$ cat src/rtl/tkct_pkg.sv
// Package for the TTL keyed cache table: opcodes, status codes, FSM states
// and the request and response word types.
// No dependencies; the top level ttl_keyed_cache_table imports it, tkct_ram does not.
package tkct_pkg;

  localparam int unsigned KEY_W     = 64;
  localparam int unsigned VALUE_W   = 64;
  localparam int unsigned SLOT_W    = 4;
  localparam int unsigned STAMP_W   = 32;
  localparam int unsigned TTL_W     = 16;
  localparam logic [15:0] TTL_RESET = 16'd60;

  typedef enum logic [1:0] {
    OP_STORE  = 2'd0,
    OP_LOOKUP = 2'd1,
    OP_INVAL  = 2'd2,
    OP_TICK   = 2'd3
  } op_e;

  typedef enum logic [1:0] {
    ST_OK      = 2'd0,
    ST_MISS    = 2'd1,
    ST_EXPIRED = 2'd2
  } st_e;

  typedef enum logic [1:0] {
    S_CLEAR,
    S_IDLE,
    S_SCAN,
    S_FINISH
  } fsm_e;

  typedef struct packed {
    op_e                opcode;
    logic [KEY_W-1:0]   key;
    logic [VALUE_W-1:0] value;
  } tkct_req_t;

  typedef struct packed {
    st_e                status;
    logic [VALUE_W-1:0] read_value;
    logic [SLOT_W-1:0]  slot;
  } tkct_rsp_t;

endpackage

$ cat src/rtl/ttl_keyed_cache_table.sv
// Top level of the TTL keyed cache table: sequencer, scan unit and entry store.
// Depends on tkct_pkg and tkct_ram.
//
// A fully associative key/value table whose entries carry a time stamp.
// A request word (opcode, key, value) is taken on a clock edge where start is
// high and busy is low. Store writes or refreshes an entry, lookup returns the
// value of a live entry, invalidate clears an entry and tick advances the
// seconds counter that stamps and ages the entries.
// Exactly one response word follows each request. It stays on rsp_o and is
// marked by done_o for one cycle; the receiver cannot stall it, so it must take it.
// A tick is answered from the idle state, with no scan. Store, lookup and
// invalidate walk every entry once through the read port of the entry RAM
// and then, for a store or an entry to drop, write back through its write
// port: the response follows the scan, and busy stays high until the cycle of done_o.
// The ttl register is written through cfg_we_i / cfg_wdata_i and should only
// change while the block is idle; it resets to 60.
// After reset the block clears the valid bit of every entry, one entry a
// cycle, and busy stays high through that pass, before the first request.
module ttl_keyed_cache_table
  import tkct_pkg::*;
#(
  parameter int unsigned ENTRIES    = 16,
  parameter int unsigned KEY_BITS   = 64,
  parameter int unsigned VALUE_BITS = 64
) (
  input  logic             clk_i,
  input  logic             rst_ni,
  input  logic             start,
  output logic             busy,
  input  tkct_req_t        req_i,
  output logic             done_o,
  output tkct_rsp_t        rsp_o,
  input  logic             cfg_we_i,
  input  logic [TTL_W-1:0] cfg_wdata_i
);

  localparam int unsigned IDX_W = $clog2(ENTRIES);
  localparam int unsigned CNT_W = $clog2(ENTRIES + 1);
  localparam int unsigned EXT_W = IDX_W + SLOT_W;
  // Entry word layout: {valid, stamp, value, key}.
  localparam int unsigned VAL_LSB = KEY_BITS;
  localparam int unsigned STP_LSB = KEY_BITS + VALUE_BITS;
  localparam int unsigned WORD_W  = 1 + STAMP_W + VALUE_BITS + KEY_BITS;

  // Control state.
  fsm_e               state_q, state_d;
  logic [CNT_W-1:0]   cnt_q, cnt_d;
  logic               pend_q, pend_d;
  logic               found_q, found_d;
  logic               free_q, free_d;
  logic [STAMP_W-1:0] now_q, now_d;
  logic [TTL_W-1:0]   ttl_q;
  logic               done_q, done_d;

  // Payload state.
  op_e                 op_q, op_d;
  logic [KEY_BITS-1:0] key_q, key_d;
  logic [VALUE_BITS-1:0] val_q, val_d;
  logic [IDX_W-1:0]    pidx_q, pidx_d;
  logic [IDX_W-1:0]    midx_q, midx_d;
  logic [VALUE_BITS-1:0] mval_q, mval_d;
  logic [STAMP_W-1:0]  mage_q, mage_d;
  logic [IDX_W-1:0]    fidx_q, fidx_d;
  logic [IDX_W-1:0]    bidx_q, bidx_d;
  logic [STAMP_W-1:0]  bage_q, bage_d;
  tkct_rsp_t           rsp_q, rsp_d;

  // Entry RAM ports.
  logic              ram_we;
  logic [IDX_W-1:0]  ram_waddr;
  logic [WORD_W-1:0] ram_wdata;
  logic              ram_re;
  logic [IDX_W-1:0]  ram_raddr;
  logic [WORD_W-1:0] ram_rdata;

  // Fields of the entry that the scan looks at this cycle.
  logic                  ent_valid;
  logic [KEY_BITS-1:0]   ent_key;
  logic [VALUE_BITS-1:0] ent_val;
  logic [STAMP_W-1:0]    ent_age;
  logic [IDX_W-1:0]      tgt_idx;
  logic [EXT_W-1:0]      slot_ext;

  tkct_ram #(
    .WIDTH (WORD_W),
    .DEPTH (ENTRIES)
  ) u_entries (
    .clk_i   (clk_i),
    .we_i    (ram_we),
    .waddr_i (ram_waddr),
    .wdata_i (ram_wdata),
    .re_i    (ram_re),
    .raddr_i (ram_raddr),
    .rdata_o (ram_rdata)
  );

  assign ent_valid = ram_rdata[WORD_W-1];
  assign ent_key   = ram_rdata[KEY_BITS-1:0];
  assign ent_val   = ram_rdata[VAL_LSB +: VALUE_BITS];
  // The one shared subtractor: age of the entry now leaving the RAM.
  assign ent_age   = now_q - ram_rdata[STP_LSB +: STAMP_W];

  // A store goes to the matching entry, else the first free one, else the
  // oldest one.
  assign tgt_idx  = found_q ? midx_q : (free_q ? fidx_q : bidx_q);
  assign slot_ext = EXT_W'(tgt_idx);

  always_comb begin
    state_d   = state_q;
    cnt_d     = cnt_q;
    found_d   = found_q;
    free_d    = free_q;
    now_d     = now_q;
    done_d    = 1'b0;
    op_d      = op_q;
    key_d     = key_q;
    val_d     = val_q;
    midx_d    = midx_q;
    mval_d    = mval_q;
    mage_d    = mage_q;
    fidx_d    = fidx_q;
    bidx_d    = bidx_q;
    bage_d    = bage_q;
    rsp_d     = rsp_q;
    ram_we    = 1'b0;
    ram_waddr = cnt_q[IDX_W-1:0];
    ram_wdata = '0;
    ram_re    = 1'b0;
    ram_raddr = cnt_q[IDX_W-1:0];

    unique case (state_q)
      S_CLEAR: begin
        // Write an empty word into every entry after reset.
        ram_we = 1'b1;
        cnt_d  = cnt_q + CNT_W'(1);
        if (cnt_q == CNT_W'(ENTRIES - 1)) begin
          state_d = S_IDLE;
        end
      end
      S_IDLE: begin
        if (start) begin
          op_d  = req_i.opcode;
          key_d = req_i.key[KEY_BITS-1:0];
          val_d = req_i.value[VALUE_BITS-1:0];
          if (req_i.opcode == OP_TICK) begin
            now_d  = now_q + STAMP_W'(1);
            done_d = 1'b1;
            rsp_d  = '{status: ST_OK, read_value: '0, slot: '0};
          end else begin
            cnt_d   = '0;
            found_d = 1'b0;
            free_d  = 1'b0;
            state_d = S_SCAN;
          end
        end
      end
      S_SCAN: begin
        // Issue one read a cycle; the data of the previous read is checked
        // in the same cycle.
        if (cnt_q < CNT_W'(ENTRIES)) begin
          ram_re = 1'b1;
          cnt_d  = cnt_q + CNT_W'(1);
        end
        if (pend_q) begin
          if (ent_valid && (ent_key == key_q) && !found_q) begin
            found_d = 1'b1;
            midx_d  = pidx_q;
            mval_d  = ent_val;
            mage_d  = ent_age;
          end
          if (!ent_valid && !free_q) begin
            free_d = 1'b1;
            fidx_d = pidx_q;
          end
          if (ent_valid && ((pidx_q == '0) || (ent_age > bage_q))) begin
            bidx_d = pidx_q;
            bage_d = ent_age;
          end
        end
        if (cnt_q == CNT_W'(ENTRIES)) begin
          state_d = S_FINISH;
        end
      end
      S_FINISH: begin
        done_d  = 1'b1;
        state_d = S_IDLE;
        rsp_d   = '{status: ST_MISS, read_value: '0, slot: '0};
        case (op_q)
          OP_STORE: begin
            ram_we    = 1'b1;
            ram_waddr = tgt_idx;
            ram_wdata = {1'b1, now_q, val_q, key_q};
            rsp_d     = '{status: ST_OK, read_value: '0, slot: slot_ext[SLOT_W-1:0]};
          end
          OP_LOOKUP: begin
            if (found_q) begin
              if (mage_q > STAMP_W'(ttl_q)) begin
                // Stale entry: drop it and report it expired.
                ram_we    = 1'b1;
                ram_waddr = midx_q;
                rsp_d     = '{status: ST_EXPIRED, read_value: '0,
                              slot: slot_ext[SLOT_W-1:0]};
              end else begin
                rsp_d = '{status: ST_OK, read_value: VALUE_W'(mval_q),
                          slot: slot_ext[SLOT_W-1:0]};
              end
            end
          end
          OP_INVAL: begin
            if (found_q) begin
              ram_we    = 1'b1;
              ram_waddr = midx_q;
              rsp_d     = '{status: ST_OK, read_value: '0, slot: slot_ext[SLOT_W-1:0]};
            end
          end
          default: begin
            rsp_d = '{status: ST_OK, read_value: '0, slot: '0};
          end
        endcase
      end
      default: begin
        state_d = S_IDLE;
      end
    endcase

    pend_d = ram_re;
    pidx_d = ram_raddr;
  end

  always_ff @(posedge clk_i or negedge rst_ni) begin
    if (!rst_ni) begin
      state_q <= S_CLEAR;
      cnt_q   <= '0;
      pend_q  <= 1'b0;
      found_q <= 1'b0;
      free_q  <= 1'b0;
      now_q   <= '0;
      ttl_q   <= TTL_RESET;
      done_q  <= 1'b0;
    end else begin
      state_q <= state_d;
      cnt_q   <= cnt_d;
      pend_q  <= pend_d;
      found_q <= found_d;
      free_q  <= free_d;
      now_q   <= now_d;
      done_q  <= done_d;
      if (cfg_we_i) begin
        ttl_q <= cfg_wdata_i;
      end
    end
  end

  always_ff @(posedge clk_i) begin
    op_q   <= op_d;
    key_q  <= key_d;
    val_q  <= val_d;
    pidx_q <= pidx_d;
    midx_q <= midx_d;
    mval_q <= mval_d;
    mage_q <= mage_d;
    fidx_q <= fidx_d;
    bidx_q <= bidx_d;
    bage_q <= bage_d;
    rsp_q  <= rsp_d;
  end

  assign busy   = (state_q != S_IDLE);
  assign done_o = done_q;
  assign rsp_o  = rsp_q;

  // A response comes only from the finish step or from a tick taken while idle.
  a_done_source: assert property (@(posedge clk_i) disable iff (!rst_ni)
    done_o |-> ($past(state_q) == S_FINISH) ||
               ($past(start) && ($past(state_q) == S_IDLE) &&
                ($past(req_i.opcode) == OP_TICK)))
    else $error("response without a finished request");

  // The entry RAM is written only by the clearing pass and the finish step.
  a_write_window: assert property (@(posedge clk_i) disable iff (!rst_ni)
    ram_we |-> (state_q == S_CLEAR) || (state_q == S_FINISH))
    else $error("entry RAM written outside clear or finish");

  // Scan reads stay inside the table.
  a_read_range: assert property (@(posedge clk_i) disable iff (!rst_ni)
    ram_re |-> (state_q == S_SCAN) && (cnt_q < CNT_W'(ENTRIES)))
    else $error("entry RAM read out of range");

  // A store always answers ok with a zero value.
  a_store_ok: assert property (@(posedge clk_i) disable iff (!rst_ni)
    (done_o && (op_q == OP_STORE)) |-> (rsp_o.status == ST_OK) &&
                                       (rsp_o.read_value == '0))
    else $error("store answered with a bad status");

endmodule

$ cat src/rtl/tkct_ram.sv
// Generic simple dual-port RAM: one write port, one read port, registered read.
// No dependencies.
module tkct_ram #(
  parameter int unsigned WIDTH = 8,
  parameter int unsigned DEPTH = 16
) (
  input  logic                     clk_i,
  input  logic                     we_i,
  input  logic [$clog2(DEPTH)-1:0] waddr_i,
  input  logic [WIDTH-1:0]         wdata_i,
  input  logic                     re_i,
  input  logic [$clog2(DEPTH)-1:0] raddr_i,
  output logic [WIDTH-1:0]         rdata_o
);

  logic [WIDTH-1:0] mem_q [DEPTH];
  logic [WIDTH-1:0] rdata_q;

  always_ff @(posedge clk_i) begin
    if (we_i) begin
      mem_q[waddr_i] <= wdata_i;
    end
    if (re_i) begin
      rdata_q <= mem_q[raddr_i];
    end
  end

  assign rdata_o = rdata_q;

endmodule
$ cat config.mk
export PLATFORM = sky130hd
export DESIGN_NAME = ttl_keyed_cache_table
export DESIGN_NICKNAME = d
export VERILOG_FILES = /design/src/rtl/tkct_pkg.sv /design/src/rtl/ttl_keyed_cache_table.sv /design/src/rtl/tkct_ram.sv
export SDC_FILE = /design/constraint.sdc
export NUM_CORES = 2
export LEC_CHECK = 0
export BUFFER_PORTS_ARGS = -buffer_cell sky130_fd_sc_hd__buf_2
export CAP_MARGIN = 20
export CORE_MARGIN = 8
export CORE_UTILIZATION = 25
export DETAILED_ROUTE_END_ITERATION = 10
export SLEW_MARGIN = 20
export SYNTH_ARGS = -nofsm -noshare
export SYNTH_HDL_FRONTEND = slang
export SYNTH_HIERARCHICAL = 1
export SYNTH_SLANG_ARGS = --single-unit
export TNS_END_PERCENT = 10
$ cat constraint.sdc
create_clock -name clk_i -period 34 [get_ports clk_i]
set_clock_uncertainty 0.2 [all_clocks]
set_input_delay 0 -clock clk_i [delete_from_list [all_inputs] [get_ports clk_i]]
set_output_delay 0 -clock clk_i [all_outputs]
set_load 0.02 [all_outputs]
# Word-level counts from Yosys, hierarchy flattened
# Memories as Yosys holds them, arrays and structs flattened. A register that Yosys moved wholly into a read port is not among the register bits.
# Cells that the tools add are included.
# Widths: inputs -> output; s select.
[word_totals]
regBits = 403
ramBits = 2576
inputBits = 150
mem_count = 1
[classes]
addsub = 3
n_lt_le_gt_ge = 3
n_eq_ne = 19
n_mux = 45
reduce_logical = 24
[mem_list]
columns = ["name", "depth", "width", "read_ports", "rd_ports_with_merged_regs", "write_ports", "line_no", "rtl"]
rows = [
  ["u_entries.mem_q", 16, 161, 1, 1, 1, "tkct_ram.sv:16", "logic [WIDTH-1:0] mem_q [DEPTH];"],
]
[op_table]
columns = ["operator", "n"]
rows = [
  ["$mux 161", 2],
  ["$mux 70", 4],
  ["$pmux 70 s3", 1],
  ["$pmux 70 s2", 1],
  ["$mux 69", 1],
  ["$eq 64x64->1", 1],
  ["$add 32x1->32 const B", 1],
  ["$gt 32x16->1", 1],
  ["$gt 32x32->1", 1],
  ["$sub 32x32->32", 1],
  ["$mux 4", 6],
  ["$ne 2x2->1 const B", 9],
  ["$mux 1", 15],
  ["$mux 5", 3],
  ["$pmux 5 s3", 1],
  ["$reduce_and 3->1", 5],
  ["$pmux 4 s3", 1],
  ["$reduce_and 5->1", 2],
  ["$eq 2x2->1 const B", 4],
  ["$mux 2", 4],
  ["$pmux 1 s2", 4],
  ["$pmux 2 s4", 1],
  ["$reduce_and 4->1", 2],
  ["$add 5x1->5 const B", 1],
  ["14 further kinds", 22],
]

# Depth between registers and ports, before layout
[logic_depth]
ltp_word = 7
depth_mapped = 18
mapped_depth_nobuf = 18

# Cells and area by module
# The synthesis kept the hierarchy.
[modules_own_cells]
columns = ["mod", "instances", "cells_each", "area_each_um2"]
rows = [
  ["tkct_ram", 1, 4208, 101517.4],
  ["ttl_keyed_cache_table", 1, 1456, 18606.6],
]

# Worst setup path before layout
# Ideal clock, no wire load.
[synth_timing]
path_kind = "reg-to-reg"
start = "reg ttl_q[5]"
end = "mem u_entries/mem_q[0][0] in the netlist's numbering, enable pin"
t_arrival_ps = 13372
slack_ps = 19549
stages_incl_launch_ff = 12
n_path_buf = 0
cell_sequence = "dfstp_2 inv_1 ha_1 a21o_1 a21o_1 a21oi_1 or3_1 nand4_1 nand3_1 a211oi_1 or3b_2 nor3_1"
[synth_between]
elab_chain_len = 7
word_cells_on_any_way = 11
[synth_rtl]
columns = ["element", "line_no", "rtl"]
rows = [
  ["start, declared", "ttl_keyed_cache_table.sv:52", "logic [TTL_W-1:0] ttl_q;"],
  ["start signal, assigned", "ttl_keyed_cache_table.sv:249", "ttl_q <= cfg_wdata_i;"],
  ["$gt 32x16->1", "ttl_keyed_cache_table.sv:197", "if (mage_q > STAMP_W'(ttl_q)) begin"],
  ["$mux 1", "ttl_keyed_cache_table.sv:197", ""],
  ["$mux 1", "ttl_keyed_cache_table.sv:196", "if (found_q) begin"],
  ["$pmux 1 s3", "ttl_keyed_cache_table.sv:188", "case (op_q)"],
  ["$pmux 1 s2", "ttl_keyed_cache_table.sv:131", "unique case (state_q)"],
  ["via ram_we", "ttl_keyed_cache_table.sv:69", "logic ram_we;"],
  ["$mux 1", "tkct_ram.sv:20", "if (we_i) begin"],
  ["$mux 1 (implied by the code)", "tkct_ram.sv:21", "mem_q[waddr_i] <= wdata_i;"],
  ["end, declared", "tkct_ram.sv:16", ""],
]
# The timed path passes the listed nets, and every way through them passes these cells.

# Worst setup path in the final report
[layout_timing]
start = "reg state_q[0]"
end = "mem u_entries/mem_q[2][102] in the netlist's numbering, enable pin"
[layout_between]
word_cells_on_any_way = 6
[layout_rtl]
columns = ["element", "line_no", "rtl"]
rows = [
  ["start, declared", "ttl_keyed_cache_table.sv:46", "fsm_e state_q, state_d;"],
  ["start signal, assigned", "ttl_keyed_cache_table.sv:241", "state_q <= state_d;"],
  ["$eq 2x2->1", "ttl_keyed_cache_table.sv:131", ""],
  ["$mux 4", "ttl_keyed_cache_table.sv:131", ""],
  ["via ram_waddr[0]", "ttl_keyed_cache_table.sv:70", "logic [IDX_W-1:0] ram_waddr;"],
]
# The timed path passes the listed nets, and every way through them passes these cells.

==> results.yml <==
routing:
  wl_per_cell_um: 23.78
  drtIter0Drc: 5896
  drtAntennaViolNets: 0
  drtPass1Iterations: 7
  vias: 59132
  wl_mm: 308.8
  drc_errors: 0
  vias_per_cell: 4.552
layout:
  most-common-layout-cells: "edfxtp_1 (3077), mux4_2 (603), dlygate4sd3_1 (327), clkbuf_16 (315), a22oi_1 (275)"
  nets: 6574
  final_util: 0.2971
  layout_commonest_cell: "edfxtp_1"
  area_growth_pct: 18.39
  drive_gt1_frac: 0.2258
  finish.instance_area_um2: 142200
  final_cells: 12990
clock_tree:
  numCtsBuffers: 307
  path_clk_slew_ns: 0.06
  cts_tree: "built"
  cts-root-buf: "clkbuf_16"
  htree_levels: 5
  clk_latency_ns: 0.90
  cts_buffer_depth: 4
  clock-sinks: 3140
critical_path:
  startpoint_type: "flip-flop"
  critPathMaxStageDelay_ns: 0.92
  worstPathArrival_ns: 7.78
  crit_type: "flip-flop to flip-flop"
  cpMostUsedCell: "buf_4"
  r2r_start: "state_q[0]"
  critical-path-top-delay-family: "buffers and inverters"
  crit_path_top_delay_cell: "nor2_4"
  worstPathRequired_ns: 34.25
  endpoint_kind: "flip-flop"
  path_cells: "ha_4, buf_4, inv_1, a2111oi_0, a21oi_1, nor2_1, a32oi_1, nand2b_1, nor2_4, buf_4, buf_4, buf_4"
  startpoint: "state_q[0]"
  crit_fanout: 52
  cp_num_buf_inv: 5
timing:
  slew_violations: 0
  finalCriticalPeriod_ns: 7.528
  max_freq_mhz: 132.8
  worst_slack_ns: 26.47
  worstMarginPinSlew_ns: 1.305
  hold_violations: 0
  setup_viol_count_final: 0
  finalSetupTns_ns: 0
  rsz0062_at_grt: "no"
  period_share: 0.2214
  relSlewSlack: 0.1300
grt:
  grt_pass1_vias: 61384
  grt_max_degree: 161
  grt_pass1_wl_mm: 443.9
  grt_overflow: 0
  grt_use_total: 0.1184
  grt_antenna_before_repair: 25
power:
  switching_share: 0.2932
  p_clk_frac: 0.316
  power.leakage_nw: 47.72
  seqPwrFrac: 0.453
  internal-power_mw: 7.535
  peakVddDrop_v: 0.00006250
  power_density_nw_per_um2: 74.96
  comb_power_share: 0.231
  power.net_switching_mw: 3.126
die:
  placementRows: 254
  die_area_um2: 502900
  design.core.area_um2: 478600
  io-pin-count: 222
  die_x_um: 709.2
  die_h_um: 709.2
  start_util: 0.2510
yosys:
  yosysUniqueCellTypes: 68
  syn_area_per_cell_um2: 21.21
  yosysWarnings: 6
  synthesis.area_um2: 120100
  postSynthCellCount: 5664
  async_reset_ff_frac: 0.01879
  ys_ff_latch: 3140
  synth_flop_cell: "edfxtp_1"
  synth_fp_nets: 5902
  synth_edf_count: 3077
  ys_seq_area_frac: 0.7822
flow_run:
  drv_cap: 0
min_path:
  timing.hold.worst.class: "flip-flop to flip-flop"
  hp-start: "u_entries/rdata_o[104]"
placement:
  portBuffers: 221
  place_area_um2: 129100
  dp_slack_ns: 26.72
  gp_congestion: 0.7671
  dp_hpwl_mm: 168.4
  dp_cells: 12098
run_status:
  status: "finished clean"
[routing by layer]
| layer | track usage | wire length, um |
|---|---|---|
| met1 | 0.1590 | 130700 |
| met5 | 0 | 26 |
| met3 | 0.01877 | 19420 |
| met2 | 0.2024 | 152600 |
| met4 | 0.02560 | 6095 |
[final timing paths]
check,slack (ns),end,depth (start not counted)
max in group asynchronous,32.60,cnt_q[1],4
min reg2reg,0.16,mval_q[40],0
min,0.16,mval_q[40],0
min in group asynchronous,0.19,ttl_q[6],4
max reg2reg,26.47,u_entries/mem_q[2][102],12
max,26.47,u_entries/mem_q[2][102],12
[logic make-up (layout without fill, tap and decap cells)]
family | count (synthesis) | count (layout) | share of synthesized area
DFF | 3140 | 3140 | 0.7822
xor gates and xnor gates | 120 | 120 | 0.008749
and+or+nand+nor | 684 | 684 | 0.02997
AOI/OAI and AO/OA | 530 | 530 | 0.03219
other | 0 | 10 | 0
buffers and inverters | 389 | 1305 | 0.01464
muxes | 713 | 713 | 0.1230
adders and majority gates | 88 | 88 | 0.009228
[stage by stage]
stage / hold WS [ns] / total power [mW]
floorplan: -0.4956 / 6.556
global placement: -0.02216 / 7.356
detailed placement: -0.02185 / 7.386
CTS: 0.07785 / 10.78
global route: 0.1350 / 11.06
finish: 0.1596 / 10.66
[cells in the mapped netlist, drive strengths merged, types with 6 or more instances]
| library cell | number | area [um2] |
|---|---|---|
| nor2b | 44 | 275.3 |
| mux2 | 78 | 878.3 |
| a221oi | 17 | 155.1 |
| inv | 102 | 382.9 |
| mux4 | 603 | 13580 |
| dfrtp | 55 | 1376 |
| o21a | 13 | 97.59 |
| a2111oi | 7 | 67.56 |
| nand4 | 30 | 187.7 |
| xnor2 | 65 | 569.3 |
| nor2 | 63 | 239.0 |
| nand3 | 36 | 180.2 |
| o221ai | 28 | 245.2 |
| mux2i | 32 | 320.3 |
| o21ai | 63 | 315.3 |
| buf | 139 | 820.8 |
| nor3 | 13 | 70.07 |
| and2 | 70 | 437.9 |
| and3 | 171 | 1070 |
| clkbuf | 148 | 555.5 |
| and4 | 6 | 52.55 |
| a211oi | 6 | 50.05 |
| a22oi | 275 | 2064 |
| nor4 | 20 | 125.1 |
| a31oi | 8 | 65.06 |
| xor2 | 55 | 481.7 |
| o22a | 6 | 52.55 |
| edfxtp | 3077 | 92400 |
| ha | 87 | 1089 |
| a21o | 25 | 187.7 |
| a21oi | 42 | 210.2 |
| nand2b | 22 | 137.6 |
| nand2 | 197 | 739.5 |
[power by group through the flow]
stage	Sequential [mW]	Clock [mW]	Combinational, mW
detailed placement	4.92	0	2.47
global route	4.85	3.57	2.63
CTS	4.84	3.44	2.51
finish	4.83	3.37	2.46
global placement	4.91	0	2.44
floorplan	4.90	0	1.65
[registers in the layout, indices dropped and copies added, names as in the netlist]
| signal | flops |
|---|---|
| mage_q | 32 |
| val_q | 64 |
| mval_q | 64 |
| u_entries/mem_q | 2576 |
| op_q | 2 |
| midx_q | 4 |
| pidx_q | 4 |
| free_q | 1 |
| fidx_q | 4 |
| now_q | 32 |
| found_q | 1 |
| pend_q | 1 |
| bage_q | 32 |
| state_q | 2 |
| bidx_q | 4 |
| key_q | 64 |
| cnt_q | 5 |
| ttl_q | 16 |
| done_o | 1 |
| u_entries/rdata_o | 161 |
| rsp_o | 70 |
[repair_timing]
item                                   in CTS  in global routing
hold buffers                              327                  0
endpoints found under the hold margin     288                  0
resized for setup                           0                  0
buffers inserted                            0                  0
[layout make-up]
type	count	area, um2
Clock buffer	363	8063
Inverter	102	382.9
Multi-Input combinational cell	2135	24650
Antenna cell	10	25.02
Sequential cell	3140	93980
Tap cell	6400	8008
Clock inverter	190	1750
Timing Repair Buffer	650	5360
Fill cell	46344	336400
Note: power is estimated with default switching activity, not from simulation.
